File: src/design/rwpc_pkg.sv
// ----------------------------------------------------------------------------
// rwpc_pkg
// Shared types and constants of the ring wheel position controller.
// ----------------------------------------------------------------------------
package rwpc_pkg;

  typedef enum logic [1:0] {
    REG_STOP_RANGE = 2'd0,
    REG_MIN_SPEED  = 2'd1,
    REG_SPEED_GAIN = 2'd2
  } cfg_reg_t;

  typedef struct packed {
    logic [3:0] stop_range_half;
    logic [9:0] min_speed;
    logic [9:0] speed_gain;
  } cfg_t;

  typedef struct packed {
    logic [3:0] last_pocket;
    logic [4:0] position_est;
    logic       dir_neg;
    logic       strobe_armed;
    logic [2:0] entry_value;
  } sens_state_t;

  typedef struct packed {
    logic       entry_frozen;
    logic       halted;
    logic [7:0] drive_hi;
    logic [7:0] drive_lo;
    logic [4:0] last_error;
  } drive_state_t;

  localparam logic [3:0] STOP_RANGE_RST = 4'd1;
  localparam logic [9:0] MIN_SPEED_RST  = 10'd100;
  localparam logic [9:0] SPEED_GAIN_RST = 10'd160;

  localparam logic [7:0] BAND_KEEP_MASK = 8'hF0;
  localparam logic [7:0] MANUAL_MASK    = 8'h4F;
  localparam logic [7:0] HALT_KEEP_MASK = 8'h40;
  localparam logic [7:0] SPEED_HI_CLR   = 8'hFC;
  localparam logic [7:0] FWD_CLR        = 8'hF7;
  localparam logic [7:0] FWD_BIT        = 8'h04;
  localparam logic [7:0] REV_CLR        = 8'hFB;
  localparam logic [7:0] REV_BIT        = 8'h08;
  localparam logic [9:0] SPEED_MAX      = 10'd1023;

  localparam int IN_W  = 40;
  localparam int OUT_W = 40;

endpackage

File: src/design/ring_wheel_position_controller.sv
// ----------------------------------------------------------------------------
// ring_wheel_position_controller
// Wheel encoder decode and position/manual motor drive, one tick per transfer.
// ----------------------------------------------------------------------------
// One input transfer is one control tick and yields exactly one result
// transfer. The tick is captured in an input register, all decode and drive
// logic (including the 5x10 speed multiply) is combinational from that
// register and the held wheel state, and the result lands in an output
// register. A new tick is taken every cycle unless the output stalls; its
// result then passes to the output register. Back-pressure on the output holds
// the input register, then in_tready. The configuration channel is always ready
// and should be written only while no tick is in flight.
module ring_wheel_position_controller #(
  parameter int RING_POCKETS = 12
) (
  input  logic                       clk,
  input  logic                       rst_n,
  input  logic                       in_tvalid,
  output logic                       in_tready,
  // enable, ball_in_stop, ball_in_hold, position_mode, target_half[4:0],
  // manual_control[7:0], manual_speed[7:0], position_sensors[4:0],
  // entry_sensors[3:0], direction_sensors[1:0], zero fill
  input  logic [rwpc_pkg::IN_W-1:0]  in_tdata,
  output logic                       out_tvalid,
  input  logic                       out_tready,
  // drive_control[7:0], drive_speed_low[7:0], pocket_code[3:0],
  // position_half[4:0], pocket_entered[2:0], position_error[4:0],
  // wheel_stopped, zero fill
  output logic [rwpc_pkg::OUT_W-1:0] out_tdata,
  input  logic                       cfg_valid,
  output logic                       cfg_ready,
  input  logic [1:0]                 cfg_index,
  input  logic [9:0]                 cfg_data
);

  logic                      in_valid_r, in_valid_nxt;
  logic [rwpc_pkg::IN_W-1:0] in_data_r;
  logic                      out_valid_r, out_valid_nxt;
  logic [rwpc_pkg::OUT_W-1:0] out_data_r, out_data_nxt;
  logic                      advance;

  rwpc_pkg::cfg_t         cfg_r;
  rwpc_pkg::sens_state_t  sens_r, sens_nxt;
  rwpc_pkg::drive_state_t drv_r, drv_nxt;

  assign advance    = in_valid_r & (~out_valid_r | out_tready);
  assign in_tready  = ~in_valid_r | advance;
  assign cfg_ready  = 1'b1;
  assign out_tvalid = out_valid_r;
  assign out_tdata  = out_data_r;

  rwpc_sensor #(.RING_POCKETS(RING_POCKETS)) u_sensor (
    .cur               (sens_r),
    .entry_frozen      (drv_r.entry_frozen),
    .position_sensors  (in_data_r[29:25]),
    .entry_sensors     (in_data_r[33:30]),
    .direction_sensors (in_data_r[35:34]),
    .nxt               (sens_nxt)
  );

  rwpc_drive #(.RING_POCKETS(RING_POCKETS)) u_drive (
    .cur            (drv_r),
    .cfg            (cfg_r),
    .enable         (in_data_r[0]),
    .ball_in_stop   (in_data_r[1]),
    .ball_in_hold   (in_data_r[2]),
    .position_mode  (in_data_r[3]),
    .target_half    (in_data_r[8:4]),
    .manual_control (in_data_r[16:9]),
    .manual_speed   (in_data_r[24:17]),
    .entry_value    (sens_nxt.entry_value),
    .position_est   (sens_nxt.position_est),
    .nxt            (drv_nxt)
  );

  always_comb begin
    in_valid_nxt = in_valid_r;
    if (in_tvalid && in_tready) begin
      in_valid_nxt = 1'b1;
    end else if (advance) begin
      in_valid_nxt = 1'b0;
    end

    out_valid_nxt = out_valid_r;
    if (advance) begin
      out_valid_nxt = 1'b1;
    end else if (out_tready) begin
      out_valid_nxt = 1'b0;
    end

    out_data_nxt = {6'd0, drv_nxt.halted, drv_nxt.last_error, sens_nxt.entry_value,
                    sens_nxt.position_est, sens_nxt.last_pocket,
                    drv_nxt.drive_lo, drv_nxt.drive_hi};
  end

  always_ff @(posedge clk) begin
    if (!rst_n) begin
      in_valid_r  <= 1'b0;
      out_valid_r <= 1'b0;
      cfg_r       <= '{stop_range_half: rwpc_pkg::STOP_RANGE_RST,
                       min_speed:       rwpc_pkg::MIN_SPEED_RST,
                       speed_gain:      rwpc_pkg::SPEED_GAIN_RST};
      sens_r      <= '{last_pocket: 4'd0, position_est: 5'd0, dir_neg: 1'b0,
                       strobe_armed: 1'b1, entry_value: 3'd0};
      drv_r       <= '0;
    end else begin
      in_valid_r  <= in_valid_nxt;
      out_valid_r <= out_valid_nxt;
      if (advance) begin
        sens_r <= sens_nxt;
        drv_r  <= drv_nxt;
      end
      if (cfg_valid) begin
        unique case (cfg_index)
          rwpc_pkg::REG_STOP_RANGE: cfg_r.stop_range_half <= cfg_data[3:0];
          rwpc_pkg::REG_MIN_SPEED:  cfg_r.min_speed       <= cfg_data;
          rwpc_pkg::REG_SPEED_GAIN: cfg_r.speed_gain      <= cfg_data;
          default: ;
        endcase
      end
    end
  end

  always_ff @(posedge clk) begin
    if (in_tvalid && in_tready) begin
      in_data_r <= in_tdata;
    end
    if (advance) begin
      out_data_r <= out_data_nxt;
    end
  end

endmodule

File: src/design/rwpc_sensor.sv
// ----------------------------------------------------------------------------
// rwpc_sensor
// Encoder decode, position estimate, direction tracking and entry detect.
// ----------------------------------------------------------------------------
module rwpc_sensor #(
  parameter int RING_POCKETS = 12
) (
  input  rwpc_pkg::sens_state_t cur,
  input  logic                  entry_frozen,
  input  logic [4:0]            position_sensors,
  input  logic [3:0]            entry_sensors,
  input  logic [1:0]            direction_sensors,
  output rwpc_pkg::sens_state_t nxt
);

  localparam logic signed [6:0] RING_M1 = 7'(RING_POCKETS - 1);
  localparam logic signed [6:0] RING2   = 7'(2 * RING_POCKETS);
  localparam logic [4:0]        WRAP_LO = 5'(2 * RING_POCKETS - 1);

  logic [3:0]        code;
  logic signed [6:0] diff;
  logic              step_neg;
  logic              est_neg;
  logic signed [6:0] est;
  logic [4:0]        est_wrap;

  always_comb begin
    code = position_sensors[4:1];
    diff = $signed({3'b000, code}) - $signed({3'b000, cur.last_pocket});

    priority if (diff == 7'sd0) begin
      step_neg = cur.dir_neg;
    end else if (diff == RING_M1) begin
      step_neg = 1'b1;
    end else if (diff == -RING_M1) begin
      step_neg = 1'b0;
    end else begin
      step_neg = diff < 7'sd0;
    end

    priority if (direction_sensors[0]) begin
      est_neg = 1'b0;
    end else if (direction_sensors[1]) begin
      est_neg = 1'b1;
    end else begin
      est_neg = cur.dir_neg;
    end

    est = $signed({2'b00, cur.last_pocket, 1'b0}) + (est_neg ? -7'sd1 : 7'sd1);
    priority if (est < 7'sd0) begin
      est_wrap = WRAP_LO;
    end else if (est > RING2) begin
      est_wrap = 5'd1;
    end else begin
      est_wrap = est[4:0];
    end

    nxt = cur;

    if (!entry_frozen) begin
      priority if (entry_sensors[0]) nxt.entry_value = 3'd1;
      else if (entry_sensors[1]) nxt.entry_value = 3'd2;
      else if (entry_sensors[2]) nxt.entry_value = 3'd3;
      else if (entry_sensors[3]) nxt.entry_value = 3'd4;
      else nxt.entry_value = 3'd0;
    end

    if (position_sensors[0]) begin
      if (cur.strobe_armed) begin
        if (code != 4'd0) begin
          nxt.dir_neg      = step_neg;
          nxt.last_pocket  = code;
          nxt.position_est = {code, 1'b0};
        end else begin
          nxt.position_est = est_wrap;
        end
      end
      nxt.strobe_armed = 1'b0;
    end else begin
      nxt.strobe_armed = 1'b1;
    end
  end

endmodule

File: src/design/rwpc_drive.sv
// ----------------------------------------------------------------------------
// rwpc_drive
// Motor drive: ring error, dead band, proportional speed, halt and manual.
// ----------------------------------------------------------------------------
module rwpc_drive #(
  parameter int RING_POCKETS = 12
) (
  input  rwpc_pkg::drive_state_t cur,
  input  rwpc_pkg::cfg_t         cfg,
  input  logic                   enable,
  input  logic                   ball_in_stop,
  input  logic                   ball_in_hold,
  input  logic                   position_mode,
  input  logic [4:0]             target_half,
  input  logic [7:0]             manual_control,
  input  logic [7:0]             manual_speed,
  input  logic [2:0]             entry_value,
  input  logic [4:0]             position_est,
  output rwpc_pkg::drive_state_t nxt
);

  localparam logic signed [6:0] RING_S  = 7'(RING_POCKETS);
  localparam logic signed [6:0] RING2_S = 7'(2 * RING_POCKETS);

  logic signed [6:0] err_raw;
  logic signed [6:0] err;
  logic signed [6:0] err_neg;
  logic [4:0]        err_rep;
  logic [4:0]        mag;
  logic [14:0]       prod;
  logic [10:0]       spd_sum;
  logic [9:0]        speed;
  logic              in_band;
  logic [7:0]        dir_hi;
  logic [7:0]        pos_hi;
  logic [7:0]        pos_lo;
  logic              halted_n;

  always_comb begin
    err_raw = $signed({2'b00, target_half}) - $signed({2'b00, position_est});
    priority if (err_raw > RING_S) begin
      err = err_raw - RING2_S;
    end else if (err_raw < -RING_S) begin
      err = err_raw + RING2_S;
    end else begin
      err = err_raw;
    end
    err_neg = -err;

    priority if (err > 7'sd15) begin
      err_rep = 5'b01111;
    end else if (err < -7'sd16) begin
      err_rep = 5'b10000;
    end else begin
      err_rep = err[4:0];
    end

    mag     = (err < 7'sd0) ? err_neg[4:0] : err[4:0];
    prod    = 15'(mag) * 15'(cfg.speed_gain);
    spd_sum = 11'(cfg.min_speed) + 11'(prod[14:5]);
    speed   = (spd_sum > {1'b0, rwpc_pkg::SPEED_MAX}) ? rwpc_pkg::SPEED_MAX : spd_sum[9:0];
    in_band = mag <= {1'b0, cfg.stop_range_half};

    dir_hi = (err > 7'sd0) ? ((cur.drive_hi & rwpc_pkg::FWD_CLR) | rwpc_pkg::FWD_BIT)
                           : ((cur.drive_hi & rwpc_pkg::REV_CLR) | rwpc_pkg::REV_BIT);
    if (in_band) begin
      pos_hi = cur.drive_hi & rwpc_pkg::BAND_KEEP_MASK;
      pos_lo = 8'd0;
    end else begin
      pos_hi = (dir_hi & rwpc_pkg::SPEED_HI_CLR) | {6'b000000, speed[9:8]};
      pos_lo = speed[7:0];
    end

    nxt      = cur;
    halted_n = cur.halted;
    if (enable) begin
      if (ball_in_hold) begin
        if (entry_value != 3'd0) nxt.entry_frozen = 1'b1;
      end else begin
        nxt.entry_frozen = 1'b0;
      end
      if (ball_in_stop) begin
        halted_n = cur.halted | (entry_value != 3'd0);
      end else begin
        halted_n = 1'b0;
      end
      nxt.halted = halted_n;
      if (ball_in_stop && halted_n) begin
        nxt.drive_hi = cur.drive_hi & rwpc_pkg::HALT_KEEP_MASK;
        nxt.drive_lo = 8'd0;
      end else if (position_mode) begin
        nxt.last_error = err_rep;
        nxt.drive_hi   = pos_hi;
        nxt.drive_lo   = pos_lo;
      end else begin
        nxt.drive_hi = manual_control & rwpc_pkg::MANUAL_MASK;
        nxt.drive_lo = manual_speed;
      end
    end else begin
      nxt.drive_hi = 8'd0;
      nxt.drive_lo = 8'd0;
      nxt.halted   = 1'b0;
    end
  end

endmodule
File: config.mk
export PLATFORM = sky130hd
export DESIGN_NAME = ring_wheel_position_controller
export DESIGN_NICKNAME = d
export VERILOG_FILES = /design/src/design/rwpc_pkg.sv /design/src/design/ring_wheel_position_controller.sv /design/src/design/rwpc_sensor.sv /design/src/design/rwpc_drive.sv
export SDC_FILE = /design/constraint.sdc
export NUM_CORES = 1
export LEC_CHECK = 0
export ABC_AREA = 0
export BUFFER_PORTS_ARGS = -buffer_cell sky130_fd_sc_hd__buf_4
export CORE_MARGIN = 4
export CORE_UTILIZATION = 30
export CTS_CLUSTER_SIZE = 16
export DETAILED_ROUTE_END_ITERATION = 7
export GPL_ROUTABILITY_DRIVEN = 0
export GPL_TIMING_DRIVEN = 0
export PLACE_DENSITY = 0.57
export SLEW_MARGIN = 25
export SYNTH_ARGS = -nofsm -noshare
export SYNTH_HDL_FRONTEND = slang
export SYNTH_SLANG_ARGS = --single-unit
File: constraint.sdc
create_clock -name clk -period 9.3 [get_ports clk]
set_input_delay 1.86 -clock clk [delete_from_list [all_inputs] [get_ports clk]]
set_output_delay 1.86 -clock clk [all_outputs]
set_load 0.005 [all_outputs]
==> results of run 1 <==
==> synthesized netlist by cell type, types with 5 or more instances <==
cell	number	area [sq um]
and3_1	11	68.8
nand3_1	7	35.0
xnor2_1	16	140
fa_1	26	521
a22oi_1	5	37.5
a21oi_1	35	175
nand2b_1	16	100
o21ai_1	18	90.1
o21a_1	5	37.5
nor3_1	5	25.0
and2_1	36	225
nor2b_1	24	150
inv_1	71	267
ha_1	51	638
edfxtp_1	67	2010
nand2_1	96	360
buf_4	7	52.6
dfxtp_1	51	1020
o21ai_0	28	140
xor2_1	8	70.1
mux2i_1	12	120
a31oi_1	9	56.3
nor2_1	38	143
clkbuf_1	17	63.8
a21o_1	7	52.6
a21boi_0	13	97.6
o211a_1	5	50.1
==> per-stage QoR <==
step | worst slack (ns) | cells | area (sq um) | setup TNS [ns] | util [%]
2_1_floorplan | 0.00204 | 749 | 7340 | 0 | -
3_3_place_gp | -1.38 | 1152 | 8370 | -12.87 | 35.4
3_5_place_dp | -1.39 | 1153 | 8400 | -12.98 | 35.5
4_1_cts | 0.00469 | 1214 | 9450 | 0 | 39.9
5_1_grt | -0.279 | 1237 | 10000 | -2.19 | 42.2
6_report | 0.172 | 1237 | 10000 | 0 | 42.2
==> worst min-delay path by stage <==
stage          startpoint        end  slack, ns  cells after the start
2_1_floorplan   drv_r[17]  drv_r[17]       0.42                      1
3_3_place_gp    drv_r[20]  drv_r[20]       0.43                      1
3_5_place_dp    drv_r[20]  drv_r[20]       0.44                      1
4_1_cts         drv_r[17]  drv_r[17]       0.45                      1
5_1_grt         drv_r[20]  drv_r[20]       0.47                      1
6_report        drv_r[17]  drv_r[17]       0.45                      1
==> cells by family (layout without fill, tap and decap cells) <==
family / count (synthesis) / count (layout) / share of synthesized area [%]
DFF: 118 / 118 / 41.6
buffers and inverters: 97 / 265 / 5.36
muxes: 14 / 14 / 2.01
and+or+nand+nor: 256 / 256 / 17.5
other: 2 / 7 / 0.103
xor gates and xnor gates: 26 / 26 / 3.33
adders and majority gates: 77 / 77 / 15.9
AOI/OAI and AO/OA: 154 / 155 / 14.1
==> routing by layer <==
| layer | up-vias | part of all wire (%) | global-route usage (%) |
|---|---|---|---|
| li1 | 2869 | - | - |
| met1 | 2852 | 44 | 18.1 |
| met2 | 174 | 50 | 24.4 |
| met3 | 28 | 5.3 | 3.69 |
| met4 | 0 | 1.5 | 2.97 |
| met5 | - | 0 | 0 |
==> state kept, by name, summed over array words and instances, names as in the netlist <==
| signal | cells |
|---|---|
| in_data_r | 33 |
| out_tdata | 34 |
| out_tvalid | 1 |
| in_valid_r | 1 |
| drv_r | 11 |
| sens_r | 14 |
| cfg_r | 24 |
==> final cells by class <==
class,count,area [sq um],share of cell area [%]
Inverter,73,277,2.76
Clock inverter,15,225,2.25
Buffer,23,134,1.34
Clock buffer,17,425,4.25
Sequential cell,118,3030,30.3
Timing Repair Buffer,137,1060,10.6
Multi-Input combinational cell,535,4450,44.5
Tap cell,319,399,3.99
==> power groups by stage <==
stage	Sequential (W)	Clock, W	Combinational (W)
after floorplan	0.000616	0	0.000962
after global placement	0.000620	0	0.00124
after detailed placement	0.000619	0	0.00125
after CTS	0.000609	0.000743	0.00155
after global routing	0.000612	0.000773	0.00213
final	0.000609	0.000730	0.00192
==> what timing repair did <==
item,in CTS,in global routing
hold endpoints to repair,0,0
endpoints found under the setup margin,10,10
cloned,1,0
setup buffers,28,24
gates resized for setup,39,80
pin swaps,36,64
==> qor.txt, run 1 <==
Unique masters post-synth = 66
Synth Area per Inst = 9.79 sq um
Htree depth = 4
CP Launch Point = in_data_r[34]
Reg-to-Reg End = out_tdata[13]
Pint = 0.00203 W
Synthesized area = 7280 sq um
Initial antenna violation count = 0
CORE AREA = 23700 sq um
Final min period = 9.13 ns
Switching part of the total = 37.8%
Hold WS = 0.450 ns
Global route overflow = 0
EDFF count, synth = 67
Cells after Synth = 744
Critical path buffer and inverter count = 12
Hold Fails Final Rpt = 0
Hold buffer count at CTS = 0
CP top delay family = adder cells
Fmax = 0.110 GHz
Num CTS Buffers = 17
Worst r2r path cells = 48
Detailed placement HPWL = 13400 um
Crit path kind = flop to flop
Die height = 164 um
NetSw = 0.00123 W
Starting DRT DRC Count = 317
DRT Pass-1 Iters = 5
CP Data Arrival Time = 9.29 ns
Final Net Count = 1039
Clock buffer depth = 2
Comb pwr share = 58.9%
Worst rel slew slack = 37.9%
Final Slew Violations = 0
Largest stage delay on the critical path = 0.51 ns
WP depth = 48
FF+latch count, synth = 118
Lkg Pwr = 4.29 nW
Clk pin slew, worst setup/hold paths = 0.06 ns
Largest net degree at the start of global routing = 44
Row count = 56
Ant diodes = 0
RSZ-0062 raised after global routing = yes
Wire per inst = 15.7 um
Status = complete, no violations
Async SR Flop Fraction = 0%
DRC violations left = 0
Critical-path top delay cell = fa_1
VDD IR max = 255 uV
Worst r2r src = in_data_r[34]
Pwr Total = 0.00326 W
Port bufs = 84
Worst Hold Class = flop to flop
Top_reg_cell synth = edfxtp_1
Most frequent cells in the layout = buf_4 (140), nand2_1 (93), edfxtp_1 (67), inv_1 (65), dfxtp_1 (51)
Die W = 164 um
Crit-path max FO = 8
Tcrit/Tclk final = 98.1%
Layout area overhead = 37.4%
Max-cap violations = 0
Flop pwr share = 18.7%
Worst clock skew = 0.00706 ns
Via Count = 5923
Final wirelength = 19400 um
Filler instances = 2320
Synth warn = 0
Total die area = 26800 sq um
Initial Util = 30.7%
Clk pwr share = 22.4%
Most frequent CP cell = buf_4
Root Driver = clkbuf_16
Clk Latency, worst-skew pair = 0.42 ns
Sequential share of the synthesized area = 41.6%
First-pass GRT wire length = 30100 um
Crit start category = flop
CTS sink count = 118
Finish-stage setup viols = 0
CP endpoint = out_tdata[13]
Register-to-Register Setup Slack = 0.17 ns
Crit end category = flop
Required time of the critical path = 9.47 ns
Pwr per Cell Area = 326 nW/um^2
Gr usage total = 14.2%
Most common cell after layout, fill and taps aside = buf_4
CTS tree = done
Vias per inst = 4.79
Worst Tran Pin Value = 0.929 ns
Share of cells above drive strength 1 = 30.5%
Post-DRT Antenna Nets = 0
Top Ports = 100
Via count of the first global-routing pass = 6021
(Power assumes the default switching activity.)
==> inputs of run 2 (changes only) <==
--- a/config.mk
+++ b/config.mk
@@ -11,2 +11,3 @@
 export CORE_UTILIZATION = 30
+export CTS_BUF_LIST = sky130_fd_sc_hd__clkbuf_16
 export CTS_CLUSTER_SIZE = 16
@@ -15,3 +16,3 @@
 export GPL_TIMING_DRIVEN = 0
-export PLACE_DENSITY = 0.57
+export PLACE_DENSITY = 0.56
 export SLEW_MARGIN = 25
@@ -19,2 +20,3 @@
 export SYNTH_HDL_FRONTEND = slang
+export SYNTH_HIERARCHICAL = 1
 export SYNTH_SLANG_ARGS = --single-unit
==> constraint.sdc (replaced) <==
create_clock -name clk -period 9.3 [get_ports clk]
set_input_delay 0.93 -clock clk [delete_from_list [all_inputs] [get_ports clk]]
set_output_delay 0.93 -clock clk [all_outputs]
set_load 0.005 [all_outputs]
==> run 2 against run 1 <==
Net effect: combinational power fell by 42%; total power fell by 25%; clock-buffer cell count did not move; largest power group unchanged; highest routed layer unchanged.
==> qor.txt, run 2 <==
Required time of the critical path = 9.45 ns
Crit start category = flop
Area of the multi-input gates = 4280 sq um
WP depth = 42
Lkg Pwr = 4.14 nW
Largest stage delay on the critical path = 0.63 ns
First-pass GRT wire length = 29800 um
Final min period = 8.86 ns
Initial Util = 30.8%
VDD IR max = 179 uV
Pint = 0.00157 W
Total die area = 27800 sq um
Synth Area per Inst = 9.65 sq um
Htree depth = 4
Hold Fails Final Rpt = 0
Wire per inst = 14.6 um
Initial antenna violation count = 0
Worst Tran Pin Value = 0.688 ns
Fmax = 0.113 GHz
Most frequent cells in the layout = buf_4 (117), nand2_1 (115), inv_1 (71), edfxtp_1 (67), dfxtp_1 (51)
Max FFs per register = 34
Hold WS = 0.454 ns
DRC violations left = 0
Critical-path top delay cell = fa_2
Clk pin slew, worst setup/hold paths = 0.06 ns
Most common cell after layout, fill and taps aside = buf_4
CP Data Arrival Time = 9.00 ns
Final Slew Violations = 0
Share of cells above drive strength 1 = 22.9%
Worst Hold Class = flop to flop
CP top delay family = adder cells
Final wirelength = 18300 um
Pwr per Cell Area = 252 nW/um^2
Status = complete, no violations
Via count of the first global-routing pass = 5864
Largest net degree at the start of global routing = 44
Port bufs = 84
Num CTS Buffers = 17
Reg area = 3030 sq um
Top Ports = 100
Starting DRT DRC Count = 299
Via Count = 5866
Flop pwr share = 24.6%
Worst r2r path cells = 42
Inst Count DP = 1197
Cells after Synth = 783
Max-cap violations = 0
Clk pwr share = 30.0%
TNS Setup = 0 ns
Tcrit/Tclk final = 95.2%
Worst clock skew = 0.00779 ns
Crit path kind = flop to flop
Die W = 167 um
CORE AREA = 24500 sq um
Post-DRT Antenna Nets = 0
Detailed placement HPWL = 13600 um
Crit-path max FO = 10
Filler instances = 2459
Synthesized area = 7560 sq um
CTS tree = done
Ant diodes = 0
Finish-stage setup viols = 0
Die height = 167 um
Post-layout util = 39.5%
Layout area overhead = 28.2%
Synth warn = 6
Hold path depth = 2
Vias per inst = 4.69
Clk Latency, worst-skew pair = 0.42 ns
Global route overflow = 0
Final Net Count = 1049
Row count = 57
Worst rel slew slack = 54.1%
Clock buffer depth = 2
Gr usage total = 13.2%
DRT Pass-1 Iters = 4
Crit end category = flop
CTS sink count = 118
NetSw = 0.000875 W
Switching part of the total = 35.8%
Comb pwr share = 45.4%
Non-filler cells, final = 1251
Critical path buffer and inverter count = 5
Root Driver = clkbuf_16
## run 2: worst register-to-register path: cells and delay by family, from the launching register on
kind | cells | cell delay (ns)
AND/OR/NAND/NOR | 9 | 0.78
XOR/XNOR | 2 | 0.31
adder cells (fa/ha/maj) | 8 | 3.23
flip-flops | 1 | 0.41
AO/OA/AOI/OAI | 17 | 3.02
multiplexers | 1 | 0.19
buffers and inverters | 5 | 0.64
## run 2: timing repair
| action | 4_1_cts | 5_1_grt |
|---|---|---|
| setup buffers | 6 | 16 |
| endpoints found under the setup margin | 10 | 10 |
| pin swaps | 6 | 17 |
| gates cloned | 0 | 1 |
| hold buffers | 0 | 0 |
| resized for setup | 22 | 46 |
## run 2: area by class of cell
cell class | instances | share of cell area (%)
Clock inverter | 15 | 2.34
Sequential cell | 118 | 31.3
Inverter | 76 | 3.01
Multi-Input combinational cell | 559 | 44.1
Buffer | 35 | 2.16
Tap cell | 324 | 4.18
Timing Repair Buffer | 107 | 8.50
Clock buffer | 17 | 4.39
## run 2: path summary, 6_finish.rpt
check | startpoint | endpoint | slack [ns]
min | drv_r[18] | drv_r[18] | 0.45
max reg2reg | in_data_r[35] | out_tdata[13] | 0.44
max | in_data_r[35] | out_tdata[13] | 0.44
min reg2reg | drv_r[18] | drv_r[18] | 0.45
## run 2: power groups by stage
stage	combinational, W	sequential [W]	clock, W
2_1_floorplan	0.000757	0.000609	0
3_3_place_gp	0.000968	0.000614	0
3_5_place_dp	0.000971	0.000613	0
4_1_cts	0.00102	0.000603	0.000747
5_1_grt	0.00126	0.000605	0.000777
6_report	0.00111	0.000602	0.000734
## run 2: through the flow
step | power, W | setup slack [ns] | cell area (sq um)
finish | 0.00244 | 0.444 | 9690
global route | 0.00265 | -0.0160 | 9690
CTS | 0.00237 | 0.0122 | 9410
detailed placement | 0.00158 | -1.04 | 8640
global placement | 0.00158 | -1.02 | 8610
floorplan | 0.00137 | 0.443 | 7570
## run 2: layer usage
| metal | up-vias | GRT usage [%] | wire [um] | share of wire [%] |
|---|---|---|---|---|
| met1 | 2815 | 16.7 | 8370 | 46 |
| met3 | 15 | 2.94 | 591 | 3.2 |
| met4 | 0 | 3.52 | 209 | 1.1 |
| met5 | - | 0 | 0 | 0 |
| li1 | 2943 | - | - | - |
| met2 | 93 | 22.8 | 9090 | 50 |
==> inputs of run 3 (changes only) <==
BUFFER_PORTS_ARGS = -buffer_cell sky130_fd_sc_hd__buf_2   (was -buffer_cell sky130_fd_sc_hd__buf_4)
CORE_UTILIZATION = 40   (was 30)
PLACE_DENSITY = 0.69   (was 0.56)
==> run 3 against run 2 <==
Net effect: die area is 24% lower; global-route usage is 2.8 points higher; cell count is 7.2% lower; worst setup slack worse by 0.054 ns; final area is 4.2% lower; worst hold slack better by 0.0014 ns; sequential power hardly changed; first-iteration DRC count is 0.67% lower; highest routed layer unchanged; critical endpoint is now out_tdata[14]; clock skew is 0.0062 ns higher; non-clock buffer count stayed put; critical path depth is 3 higher.
==> qor.txt, run 3 (synthesized netlist as in run 2, its figures left out) <==
Worst Hold Class = flop to flop
Finish-stage setup viols = 0
Hold buffer count at CTS = 0
Worst r2r path cells = 45
Port bufs = 84
Worst rel slew slack = 54.8%
Num CTS Buffers = 17
Max FFs per register = 34
Fmax = 0.112 GHz
Htree depth = 4
Filler instances = 1687
Detailed placement HPWL = 12600 um
Setup WS pre-CTS = -0.982 ns
Pwr Total = 0.00238 W
Via count of the first global-routing pass = 5708
First-pass GRT wire length = 27800 um
Layout area overhead = 22.8%
CTS tree = done
Via Count = 5950
Status = complete, no violations
Initial antenna violation count = 0
Final Net Count = 1049
Most common cell after layout, fill and taps aside = nand2_1
Initial Util = 40.5%
Crit end category = flop
Largest net degree at the start of global routing = 44
Lkg Pwr = 4.02 nW
Gr usage total = 16.0%
DRC violations left = 0
Register-to-Register Setup Slack = 0.39 ns
Hold path depth = 2
CP Data Arrival Time = 9.04 ns
Crit path kind = flop to flop
Worst Tran Pin Value = 0.674 ns
Die W = 145 um
Max-cap violations = 0
Pwr per Cell Area = 256 nW/um^2
Design Area, Final = 9280 sq um
Clock buffer depth = 2
VDD IR max = 153 uV
Largest stage delay on the critical path = 0.54 ns
Row count = 50
Root Driver = clkbuf_16
Final min period = 8.91 ns
Clk pin slew, worst setup/hold paths = 0.06 ns
Ant diodes = 0
Total die area = 21200 sq um
Most frequent cells in the layout = nand2_1 (115), buf_2 (93), inv_1 (72), edfxtp_1 (67), dfxtp_1 (51)
Required time of the critical path = 9.43 ns
Clk Latency, worst-skew pair = 0.42 ns
Final Slew Violations = 0
Final wirelength = 17000 um
Worst clock skew = 0.0140 ns
Hold WS = 0.455 ns
Die height = 145 um
Post-placement cell area = 8320 sq um
Crit start category = flop
Starting DRT DRC Count = 297
Tcrit/Tclk final = 95.8%
Post-layout util = 49.8%
Setup WS post-layout = 0.391 ns
Global route overflow = 0
Critical-path top delay cell = fa_1
Wire per inst = 14.7 um
Top Ports = 100
Hold Fails Final Rpt = 0
Share of cells above drive strength 1 = 23.0%
CORE AREA = 18600 sq um
CTS sink count = 118
Vias per inst = 5.12
Crit-path max FO = 10
Post-DRT Antenna Nets = 0
DRT Pass-1 Iters = 5
==> run 3: power by group <==
group          total [W]  internal (W)  switching [W]
Combinational    0.00115      0.000528       0.000623
Clock           0.000627      0.000384       0.000243
Sequential      0.000601      0.000587      0.0000140
==> run 3: final cells by class <==
cell class	count	area (sq um)	share of cell area, %
buffer	36	218	2.35
clock buffer	18	450	4.85
clock inverter	14	126	1.36
inverter	76	288	3.10
multi-input combinational	559	4270	46.0
sequential	118	3030	32.7
tap	234	293	3.15
timing repair buffer	106	606	6.53
==> run 3: stage by stage <==
| step | instances | TNS, ns |
|---|---|---|
| after floorplan | 788 | 0 |
| after global placement | 1106 | -8.31 |
| after detailed placement | 1107 | -8.92 |
| after CTS | 1148 | -0.0193 |
| after global routing | 1161 | -0.899 |
| final | 1161 | 0 |
==> run 3: final timing paths <==
| check | start | end |
|---|---|---|
| worst max-delay path | in_data_r[35] | out_tdata[14] |
| worst min-delay path | drv_r[4] | drv_r[4] |
| worst max register to register | in_data_r[35] | out_tdata[14] |
| worst min register to register | drv_r[4] | drv_r[4] |
==> run 3: worst max-delay path: cells and delay by family, from the launching register on <==
| family | cells | cell delay (ns) |
|---|---|---|
| compound gates | 19 | 3.26 |
| mux | 1 | 0.24 |
| fa+ha+maj | 7 | 2.57 |
| simple gates | 8 | 0.75 |
| buf+inv | 7 | 0.80 |
| flops | 1 | 0.41 |
| xor+xnor | 3 | 0.59 |
==> run 3: metal layers <==
layer	routed length, um	vias up	GRT usage, %	share of wire (%)
li1	-	2949	-	-
met1	7400	2841	19.9	44
met2	8560	136	27.9	50
met3	725	24	3.39	4.3
met4	325	0	4.94	1.9
met5	0	-	0	0
==> run 3: timing repair <==
| item | 4_1_cts | 5_1_grt |
|---|---|---|
| setup endpoints to repair | 10 | 10 |
| gates resized for setup | 20 | 48 |
| cloned | 0 | 1 |
| pin swaps | 8 | 30 |
| setup buffers | 9 | 12 |
| hold endpoints to repair | 0 | 0 |
